$ cat config.mk
export PLATFORM = sky130hd
export DESIGN_NAME = msra_front
export DESIGN_NICKNAME = d
export VERILOG_FILES = /design/src/hdl/msra_pkg.sv /design/src/hdl/msra_front.sv
export SDC_FILE = /design/constraint.sdc
export NUM_CORES = 1
export LEC_CHECK = 0
export BUFFER_PORTS_ARGS = -buffer_cell sky130_fd_sc_hd__buf_2
export CORE_ASPECT_RATIO = 0.6
export CORE_MARGIN = 2
export CORE_UTILIZATION = 52
export CTS_CLUSTER_DIAMETER = 120
export DETAILED_ROUTE_END_ITERATION = 10
export PLACE_DENSITY = 0.83
export REMOVE_ABC_BUFFERS = 1
export SLEW_MARGIN = 20
export SYNTH_ARGS = -nofsm -noshare
export SYNTH_HDL_FRONTEND = slang
export SYNTH_SLANG_ARGS = --single-unit
$ cat constraint.sdc
create_clock -name clk -period 3.9 [get_ports clk]
set_clock_uncertainty 0.2 [all_clocks]
set_input_delay 0.585 -clock clk [delete_from_list [all_inputs] [get_ports clk]]
set_output_delay 0.585 -clock clk [all_outputs]
set_load 0.01 [all_outputs]
$ cat src/hdl/msra_pkg.sv
// Package with the item types, opcodes and status codes of the register ALU.
package msra_pkg;

  localparam int unsigned RegCount = 32;
  localparam logic [4:0] LoReg = 5'd30;
  localparam logic [4:0] HiReg = 5'd31;

  typedef enum logic [5:0] {
    OP_ADD = 6'd0, OP_ADDU = 6'd1, OP_ADDI = 6'd2, OP_ADDIU = 6'd3,
    OP_SUB = 6'd4, OP_SUBU = 6'd5, OP_MULT = 6'd6, OP_MULTU = 6'd7,
    OP_MFHI = 6'd8, OP_MFLO = 6'd9, OP_AND = 6'd10, OP_ANDI = 6'd11,
    OP_OR = 6'd12, OP_ORI = 6'd13, OP_XOR = 6'd14, OP_XORI = 6'd15,
    OP_NOR = 6'd16, OP_SLT = 6'd17, OP_SLTU = 6'd18, OP_SLTI = 6'd19,
    OP_SLL = 6'd20, OP_SRL = 6'd21, OP_SRA = 6'd22, OP_SLLV = 6'd23,
    OP_SRLV = 6'd24, OP_SRAV = 6'd25, OP_MOVE = 6'd26, OP_CLEAR = 6'd27,
    OP_NOT = 6'd28, OP_LI = 6'd29, OP_PRINTU = 6'd30, OP_PRINTS = 6'd31
  } opcode_t;

  typedef enum logic [1:0] {
    ST_SILENT = 2'd0,
    ST_PRINT = 2'd1,
    ST_UNKNOWN = 2'd2
  } status_t;

  typedef struct packed {
    logic [5:0] mode;
    logic [4:0] reg_first;
    logic [4:0] reg_second;
    logic [4:0] reg_third;
    logic [31:0] immediate;
  } in_item_t;

  typedef struct packed {
    logic [1:0] status;
    logic [31:0] print_value;
    logic print_signed;
  } out_item_t;

  // Classified instruction passed from the front to the back.
  typedef struct packed {
    logic known;
    opcode_t op;
    logic [4:0] reg_first;
    logic [4:0] reg_second;
    logic [4:0] reg_third;
    logic [31:0] immediate;
  } cmd_t;

endpackage

$ cat src/hdl/msra_front.sv
// Front part: accepts items, classifies the opcode and holds a two-entry command queue.
module msra_front (
  input  logic              clk,
  input  logic              rst,
  input  logic              push,
  output logic              full,
  input  msra_pkg::in_item_t in_item,
  output logic              cmd_valid,
  input  logic              cmd_take,
  output msra_pkg::cmd_t    cmd
);
  import msra_pkg::*;

  cmd_t q [2];
  logic [1:0] count;
  logic rd_ptr;
  logic wr_ptr;
  logic do_push;
  logic do_pop;
  cmd_t incoming;

  assign full = count[1];
  assign cmd_valid = count != 2'd0;
  assign cmd = q[rd_ptr];
  assign do_push = push && !full;
  assign do_pop = cmd_take && cmd_valid;

  always_comb begin
    incoming.known = !in_item.mode[5];
    incoming.op = opcode_t'(in_item.mode);
    incoming.reg_first = in_item.reg_first;
    incoming.reg_second = in_item.reg_second;
    incoming.reg_third = in_item.reg_third;
    incoming.immediate = in_item.immediate;
  end

  always_ff @(posedge clk) begin
    if (do_push) begin
      q[wr_ptr] <= incoming;
    end
    if (rst) begin
      count <= 2'd0;
      rd_ptr <= 1'b0;
      wr_ptr <= 1'b0;
    end else begin
      if (do_push) wr_ptr <= !wr_ptr;
      if (do_pop) rd_ptr <= !rd_ptr;
      count <= count + {1'b0, do_push} - {1'b0, do_pop};
    end
  end

endmodule

Yosys cells after proc, flatten, opt, wreduce, memory -nomap -nowiden
Memory sizes are Yosys's and may differ from the RTL's. A register that Yosys moved wholly into a read port is not among the register bits.
Cells that the tools add are included.
{"block": "word_totals", "ff_bits": 4, "ram_bits": 108, "in_bits": 57, "out_inout_bits": 56, "word_cells": 17, "memories": 1}
{"name": "q", "depth": 2, "word_bits": 54, "rd": 1, "rd_ports_with_merged_regs": 1, "write_ports": 1, "line_no": "msra_front.sv:14", "text": "cmd_t q [2];"}
{"block": "classes", "add_sub_neg": 2, "n_mux": 4, "reduce_logical": 7}
{"op": "$logic_not A1 Y1", "n": 4}
{"op": "$mux W1", "n": 4}
{"op": "$add A2 B1 Y2", "n": 1}
{"op": "$logic_and A1 B1 Y1", "n": 2}
{"op": "$reduce_bool A2 Y1", "n": 1}
{"op": "$sub A2 B1 Y2", "n": 1}

Longest topological paths before layout
Gate-level depths: netlist of the first run.
{"block": "logic_depth", "word_depth": 4, "depth_mapped": 6, "depth_no_buf": 6}

Least setup slack after synthesis of the first run
No wires, ideal clock.
{"block": "synth_timing", "kind": "input -> register", "from": "in push", "to": "mem q[0][0] (netlist bit), enable pin", "setup_ns": 0.466, "arrival_ns": 2.965, "required_ns": 3.234, "path_slack_ns": 0.269, "stages": 2, "n_path_buf": 0, "path_cell_list": "nand2b_1 > nor2_1"}
{"block": "synth_between", "elab_chain_cells": 3}
{"item": "start: declaration", "line_no": "msra_front.sv:5", "text": "input logic push,"}
{"item": "$logic_and A1 B1 Y1", "line_no": "msra_front.sv:25", "text": "assign do_push = push && !full;"}
{"item": "$mux W1", "line_no": "msra_front.sv:38", "text": "if (do_push) begin"}
{"item": "$mux W1 (implied by the code)", "line_no": "msra_front.sv:39", "text": "q[wr_ptr] <= incoming;"}
{"item": "end: declaration", "line_no": "msra_front.sv:14"}
Every way passes these cells.

==> results.toml, run 1 <==
[clocking]
cts_tree = "built"
clk_pin_slew_worst_paths_ns = 0.05
cts.hold.buffers_added = 0
post_cts_buffers = 0
root_buffer = "clkbuf_16"
cts.sinks = 113
clk_latency_ns = 0.40
cts_buffers = 17
htreeDepth = 4
cts-resized-gates = 0
cts_max_path_buffers = 2

[synth]
ys.flop_type = "edfxtp_1"
synth_top_area_cell = "edfxtp_1"
synth.most_common_cell = "edfxtp_1"
avgSynthCellArea_um2 = 21.3
synth_warnings = 0
syn_area_um2 = 4180
syn_inst = 196
ys_types = 20
async_flop_share_pct = 0
synthTopCellsByArea = "edfxtp_1, mux2_2, dfxtp_1"
ys_seq_elements = 113
ys_seq_area_share_pct = 80.0
synth_common_cells = "edfxtp_1, mux2_2, buf_6"
synth_edf_count = 108
synth_top_area_share_pct = 77.6

[power]
cellPowerDensity_nw_per_um2 = 646
power.leakage_nw = 2.06
peakVddDrop_v = 0.000384

[timing]
finalMaxSlewViolations = 0
setup_viol = 0
hold_viol = 0
hold_slack_ns = 0.175
tns_ns = 0
rsz0062_at_grt = "no"
maxSlewHeadroom_pct = 46.6
fmax_mhz = 364
worstMarginPinSlew_ns = 0.799
finalCritPeriodShare_pct = 70.4
min_period_ns = 2.75

[floorplanning]
boundaryPins = 113
die_y_um = 73.4
fp.dieW_um = 120
core_region_area_um2 = 7820
die_area_um2 = 8790
rows = 25
start_util_pct = 53.4

[setup_path]
critPathBufInv = 2
cp_max_fo = 29
crit_family = "flip-flops"
r2r-start = "count[1]"
slowest_stage = "dfxtp_2"
reg2reg_slack_ns = 1.81
max_stage_delay_ns = 0.76
cp.arrival_ns = 1.96
path_cells = "buf_12 > mux2_2 > buf_2"
worstPathRequired_ns = 3.12
startpoint_type = "flop"
end_kind = "primary output"
r2r_end = "q[0][53]"
crit_type = "reg -> out"
r2r_cells = 3
cp.depth = 3

[drt]
dr_total_vias = 2200
post-route-drc-count = 0
wl_um = 7360
drt_iter0_drc = 109
avgRoutedWirePerCell_um = 16.5
final_antenna_net_count = 0
via_per_inst = 4.93
firstDrtPassIters = 4

[placed_design]
gp_congestion = 0.707
postPlaceCellArea_um2 = 4880
portBuffers = 112
dpl.hpwl_um = 4780
dp.cells = 414

[global_routing]
antenna_found_initial = 0
grt_usage_pct = 17.9
grt_max_degree = 30
grt_pass1_vias = 2291
grt_pass1_wl_um = 11100
grt_overflow = 0

[hold_path]
min_path_type = "in -> reg"
min_to = "q[1][46]"
min_path_cells = 1
min_from = "in_item[46]"

[final_layout]
final_layout_size_suffix_gt1_share_pct = 58.0
finalNetCount = 383
final_cells = 446
final_area_um2 = 5390
antennaDiodeCount = 0
synthToLayoutAreaGrowth_pct = 29.0

[run_status]
outcome = "complete, no violations"

[job]
cap_violations = 0
==> sequential cells by signal, summed over array words and instances, names as in the netlist, named ones only <==
| signal | count |
|---|---|
| rd_ptr | 1 |
| count | 2 |
| wr_ptr | 1 |
| q | 108 |
==> report_power, final <==
part / leakage, nW / internal [W] / switching, W
combinational: 0.753 / 0.000303 / 0.000300
sequential: 1.05 / 0.00149 / 0.0000652
clock: 0.251 / 0.000851 / 0.000467
total: 2.06 / 0.00265 / 0.000831
==> worst reg2reg max path: stages, from the launching register on <==
cell	delay (ns)
dfxtp_1	0.34
nand2b_1	0.27
nor2_4	0.66
buf_12	0.30
==> layout by cell type, fill, tap and decap left out, drive strengths merged <==
master / Yosys / final
nor2: 5 / 5
ha: 1 / 1
inv: 2 / 2
mux2: 54 / 54
a21o: 1 / 1
bufinv: 0 / 1
edfxtp: 108 / 108
dfxtp: 5 / 5
xor2: 1 / 1
xnor2: 1 / 1
nor3: 2 / 2
clkinv: 0 / 10
or2: 1 / 1
o21a: 1 / 1
nand2b: 1 / 1
o21ai: 2 / 2
nor2b: 3 / 3
and4bb: 1 / 1
nand2: 1 / 1
buf: 6 / 116
clkbuf: 0 / 21
==> cell families (layout without fill, tap and decap cells) <==
family | Yosys count | in the layout | synth area share, %
DFF | 113 | 113 | 80.0
muxes | 54 | 54 | 14.9
xor gates and xnor gates | 2 | 2 | 0.419
adders and majority gates | 1 | 1 | 0.299
buffers and inverters | 8 | 150 | 1.80
AOI/OAI and AO/OA | 4 | 4 | 0.599
and+or+nand+nor | 14 | 14 | 1.95
==> per-layer routing <==
layer  vias to the layer above  global-route usage (%)  part of all wire, %
met5                         -                       0                    0
met4                         0                    8.24                 0.63
met3                         6                    9.24                  8.6
met2                        95                    27.0                   47
met1                      1069                    21.7                   44
li1                       1030                       -                    -
==> per-stage QoR <==
step | utilization, % | worst slack, ns | total power, W
floorplan | - | 0.269 | 0.00194
global placement | 62.4 | 1.54 | 0.00217
detailed placement | 62.4 | 1.51 | 0.00219
CTS | 68.9 | 1.11 | 0.00352
global route | 68.9 | 1.04 | 0.00363
finish | 68.9 | 1.15 | 0.00348
==> how the worst max path moves through the flow <==
stage | start | end | slack (ns)
global placement | push | q[0][27] | 1.54
global route | flop | cmd[30] | 1.04
CTS | flop | cmd[38] | 1.11
detailed placement | push | q[0][27] | 1.51
floorplan | push | q[0][0] | 0.27
finish | flop | cmd[38] | 1.15
==> final cells by class <==
| cell class | count | area, µm² |
|---|---|---|
| multi-input combinational | 75 | 774 |
| inverter | 2 | 7.51 |
| tap | 108 | 135 |
| fill | 528 | 2430 |
| timing repair buffer | 116 | 616 |
| clock inverter | 11 | 71.3 |
| clock buffer | 21 | 440 |
| sequential | 113 | 3340 |
Note: power is estimated with default switching activity, not from simulation.
==> inputs of run 2 (changes only) <==
- CORE_UTILIZATION: 52 -> 47
- PLACE_DENSITY: 0.83 -> 0.8
- clock period: 3.9 -> 2.3 ns (I/O delays scaled with it)
==> results.toml, run 2 (synthesis results as in run 1) <==
[final_layout]
top_register = "q"
finalNetCount = 439
synthToLayoutAreaGrowth_pct = 44.2
final_layout_size_suffix_gt1_share_pct = 51.9
layout_commonest_cell = "buf_2"
final_area_um2 = 6020
postLayoutCoreUtil_pct = 70.4
largest_reg_flops = 108
seq_area_um2 = 3340
multi_input_area_um2 = 774
layout_common_cells = "buf_2, edfxtp_1, dlygate4sd3_1"
fillers = 551
reg_top3 = "q x108, count x2"
antennaDiodeCount = 0

[drt]
drt_iter0_drc = 131
final_antenna_net_count = 0
dr_total_vias = 2388
via_per_inst = 4.73
firstDrtPassIters = 5
wl_um = 8270
avgRoutedWirePerCell_um = 16.4
post-route-drc-count = 0

[timing]
worstMarginPinSlew_ns = 0.404
hold_viol = 0
maxSlewHeadroom_pct = 73.1
finalMaxSlewViolations = 0
min_period_ns = 2.07
layout_setup_ws_ns = 0.227
finalCritPeriodShare_pct = 90.1
fmax_mhz = 482
setup_viol = 0
rsz0062_at_grt = "no"

[floorplanning]
fp.dieW_um = 126
rows = 26
die_area_um2 = 9680
core_region_area_um2 = 8560
die_y_um = 77.0
boundaryPins = 113
start_util_pct = 48.8

[global_routing]
grt_pass1_vias = 2586
grt_usage_pct = 18.0
grt_overflow = 0
grt_max_degree = 44
grt_pass1_wl_um = 12700
antenna_found_initial = 0

[clocking]
clk_latency_ns = 0.39
root_buffer = "clkbuf_16"
clk_pin_slew_worst_paths_ns = 0.05
cts.sinks = 113
post_cts_buffers = 0
cts_tree = "built"
htreeDepth = 4
cts_max_path_buffers = 2
cts_buffers = 17

[power]
peakVddDrop_v = 0.000551
power_w = 0.00637
cellPowerDensity_nw_per_um2 = 1060
power.leakage_nw = 2.32

[hold_path]
min_path_type = "in -> reg"

[setup_path]
cp.arrival_ns = 1.53
end_kind = "primary output"
startpoint_type = "flop"
crit_type = "reg -> out"
worstPathRequired_ns = 1.75
cp_max_fo = 43

[placed_design]
postPlaceCellArea_um2 = 4880
dpl.hpwl_um = 4850
portBuffers = 112
gp_congestion = 0.713
place_ws_ns = 0.579

[job]
cap_violations = 0

[run_status]
outcome = "complete, no violations"
## run 2: cell types whose count changed in the layout (fill, tap and decap cells not counted)
cell	change
clkinv_1	-4
bufinv_16	+3
clkinvlp_4	+3
clkbuf_1	-3
buf_12	-1
dlygate4sd3_1	+54
buf_4	+3
## run 2: worst paths after layout
kind	from	endpoint	slack, ns	depth (start not counted)
hold / removal	cmd_take	rd_ptr	0.18	4
setup reg to reg	count[1]	count[1]	0.49	6
setup / recovery	flop	cmd[12]	0.23	3
hold reg to reg	rd_ptr	rd_ptr	0.34	2
## run 2: report_power, final
group / internal (W) / total [W] / switching (W)
logic: 0.000576 / 0.00116 / 0.000584
clock network: 0.00178 / 0.00261 / 0.000830
registers: 0.00253 / 0.00260 / 0.0000691
total: 0.00489 / 0.00637 / 0.00148
## run 2: per-layer routing
layer	vias up	track usage (%)	part of all wire (%)
met5	-	0	0
li1	1142	-	-
met2	97	29.3	48
met4	0	8.00	0.68
met3	4	7.75	8.5
met1	1145	20.8	43
## run 2: critical path: stages (launching register included)
cell and delay [ns]:
dfxtp_2 0.34, buf_12 0.25, mux2_2 0.38, buf_2 0.14
## run 2: per-stage QoR
step,setup TNS [ns],std cells,hold slack (ns)
6_report,0,505,0.178
5_1_grt,0,505,0.229
4_1_cts,0,505,0.164
3_5_place_dp,0,420,0.329
3_3_place_gp,0,420,0.293
2_1_floorplan,-140.75,190,0.214
## run 2: area by class of cell
type | count | area share, %
Tap cell | 112 | 2.33
Multi-Input combinational cell | 75 | 12.9
Clock buffer | 18 | 7.13
Clock inverter | 13 | 2.80
Timing Repair Buffer | 172 | 19.2
Sequential cell | 113 | 55.5
Inverter | 2 | 0.125
## run 2: timing repair
item,4_1_cts,5_1_grt
resized for setup,0,0
hold buffers,54,0
endpoints found under the hold margin,111,0
==> inputs of run 3 (changes only) <==
- CELL_PAD_IN_SITES_DETAIL_PLACEMENT: unset -> 1
- CELL_PAD_IN_SITES_GLOBAL_PLACEMENT: unset -> 1
- CORE_UTILIZATION: 47 -> 39
- PLACE_DENSITY: 0.8 -> 0.78
==> results.toml, run 3 (synthesis results as in run 1) <==
[clocking]
post_cts_buffers = 0
cts_buffers = 17
root_buffer = "clkbuf_16"
htreeDepth = 4
cts.sinks = 113
cts_max_path_buffers = 2
cts_tree = "built"
clk_pin_slew_worst_paths_ns = 0.05
clk_latency_ns = 0.39

[power]
power_w = 0.00603
peakVddDrop_v = 0.000553
cellPowerDensity_nw_per_um2 = 1010
power.leakage_nw = 2.29

[final_layout]
largest_reg_flops = 108
layout_commonest_cell = "buf_2"
final_cells = 533
layout_common_cells = "buf_2, edfxtp_1, dlygate4sd3_1"
antennaDiodeCount = 0
top_register = "q"
fillers = 976
finalNetCount = 439
final_layout_size_suffix_gt1_share_pct = 52.0
reg_top3 = "q x108, count x2"
synthToLayoutAreaGrowth_pct = 43.0

[floorplanning]
start_util_pct = 39.8
fp.dieW_um = 138
core_region_area_um2 = 10500
rows = 29
die_area_um2 = 11600
die_y_um = 84.2
boundaryPins = 113

[drt]
avgRoutedWirePerCell_um = 16.3
final_antenna_net_count = 0
drt_iter0_drc = 98
dr_total_vias = 2440
wl_um = 8670
post-route-drc-count = 0
firstDrtPassIters = 4
via_per_inst = 4.58

[global_routing]
grt_pass1_wl_um = 13700
grt_max_degree = 35
antenna_found_initial = 0
grt_pass1_vias = 2739
grt_usage_pct = 16.4
grt_overflow = 0

[placed_design]
gp_congestion = 0.687
place_ws_ns = 0.496
dp.cells = 447
dpl.hpwl_um = 5550
portBuffers = 112

[timing]
worstMarginPinSlew_ns = 0.474
setup_viol = 0
fmax_mhz = 464
finalCritPeriodShare_pct = 93.7
hold_viol = 0
finalMaxSlewViolations = 0
maxSlewHeadroom_pct = 68.4
min_period_ns = 2.16
rsz0062_at_grt = "no"
layout_setup_ws_ns = 0.145

[hold_path]
min_path_type = "in -> reg"

[setup_path]
path_cells = "buf_4 > mux2_2 > buf_2"
slowest_stage = "mux2_2"
startpoint_type = "flop"
cp.arrival_ns = 1.61
end_kind = "primary output"
cp_max_fo = 27
max_stage_delay_ns = 0.40
crit_type = "reg -> out"
worstPathRequired_ns = 1.75

[run_status]
outcome = "complete, no violations"

[job]
cap_violations = 0
[run 3: critical path, delay by kind of cell, from the launching register on]
kind	cells	cell delay (ns)
buffers and inverters	2	0.49
flip-flops	1	0.32
multiplexers	1	0.40
[run 3: final timing paths]
check / startpoint / end / slack, ns / depth (start not counted)
max: flop / cmd[19] / 0.14 / 3
min: cmd_take / rd_ptr / 0.19 / 4
max reg2reg: count[1] / q[1][52] / 0.51 / 3
min reg2reg: rd_ptr / rd_ptr / 0.31 / 2
[run 3: metal layers]
metal  vias to the layer above  track usage, %  routed length (µm)
met1                      1196            19.3                3690
met4                         0            6.56                  54
met5                         -               0                   0
met3                         7            7.25                 746
li1                       1144               -                   -
met2                        93            26.3                4180
[run 3: per-stage QoR]
stage / util (%) / hold WS, ns / setup TNS (ns) / cell area (µm²)
2_1_floorplan: - / 0.214 / -140.75 / 4110
3_3_place_gp: 46.8 / 0.289 / 0 / 4910
3_5_place_dp: 46.8 / 0.305 / 0 / 4910
4_1_cts: 57.0 / 0.180 / 0 / 5980
5_1_grt: 57.0 / 0.214 / 0 / 5980
6_report: 57.0 / 0.188 / 0 / 5980
[run 3: final cells by class]
class                           count  area [µm²]  share of cell area (%)
Inverter                            2        7.51                   0.126
Multi-Input combinational cell     75         774                    13.0
Tap cell                          139         174                    2.91
Sequential cell                   113        3340                    56.0
Clock buffer                       19         433                    7.24
Clock inverter                     13        96.3                    1.61
Timing Repair Buffer              172        1150                    19.2
[run 3: report_power, final]
part / internal (W) / switching [W]
combinational: 0.000563 / 0.000591
clock: 0.00146 / 0.000826
sequential: 0.00253 / 0.0000637
total: 0.00455 / 0.00148
[run 3: repair_timing]
action / CTS / global route
gates resized for setup: 0 / 0
hold endpoints to repair: 111 / 0
hold buffers: 54 / 0
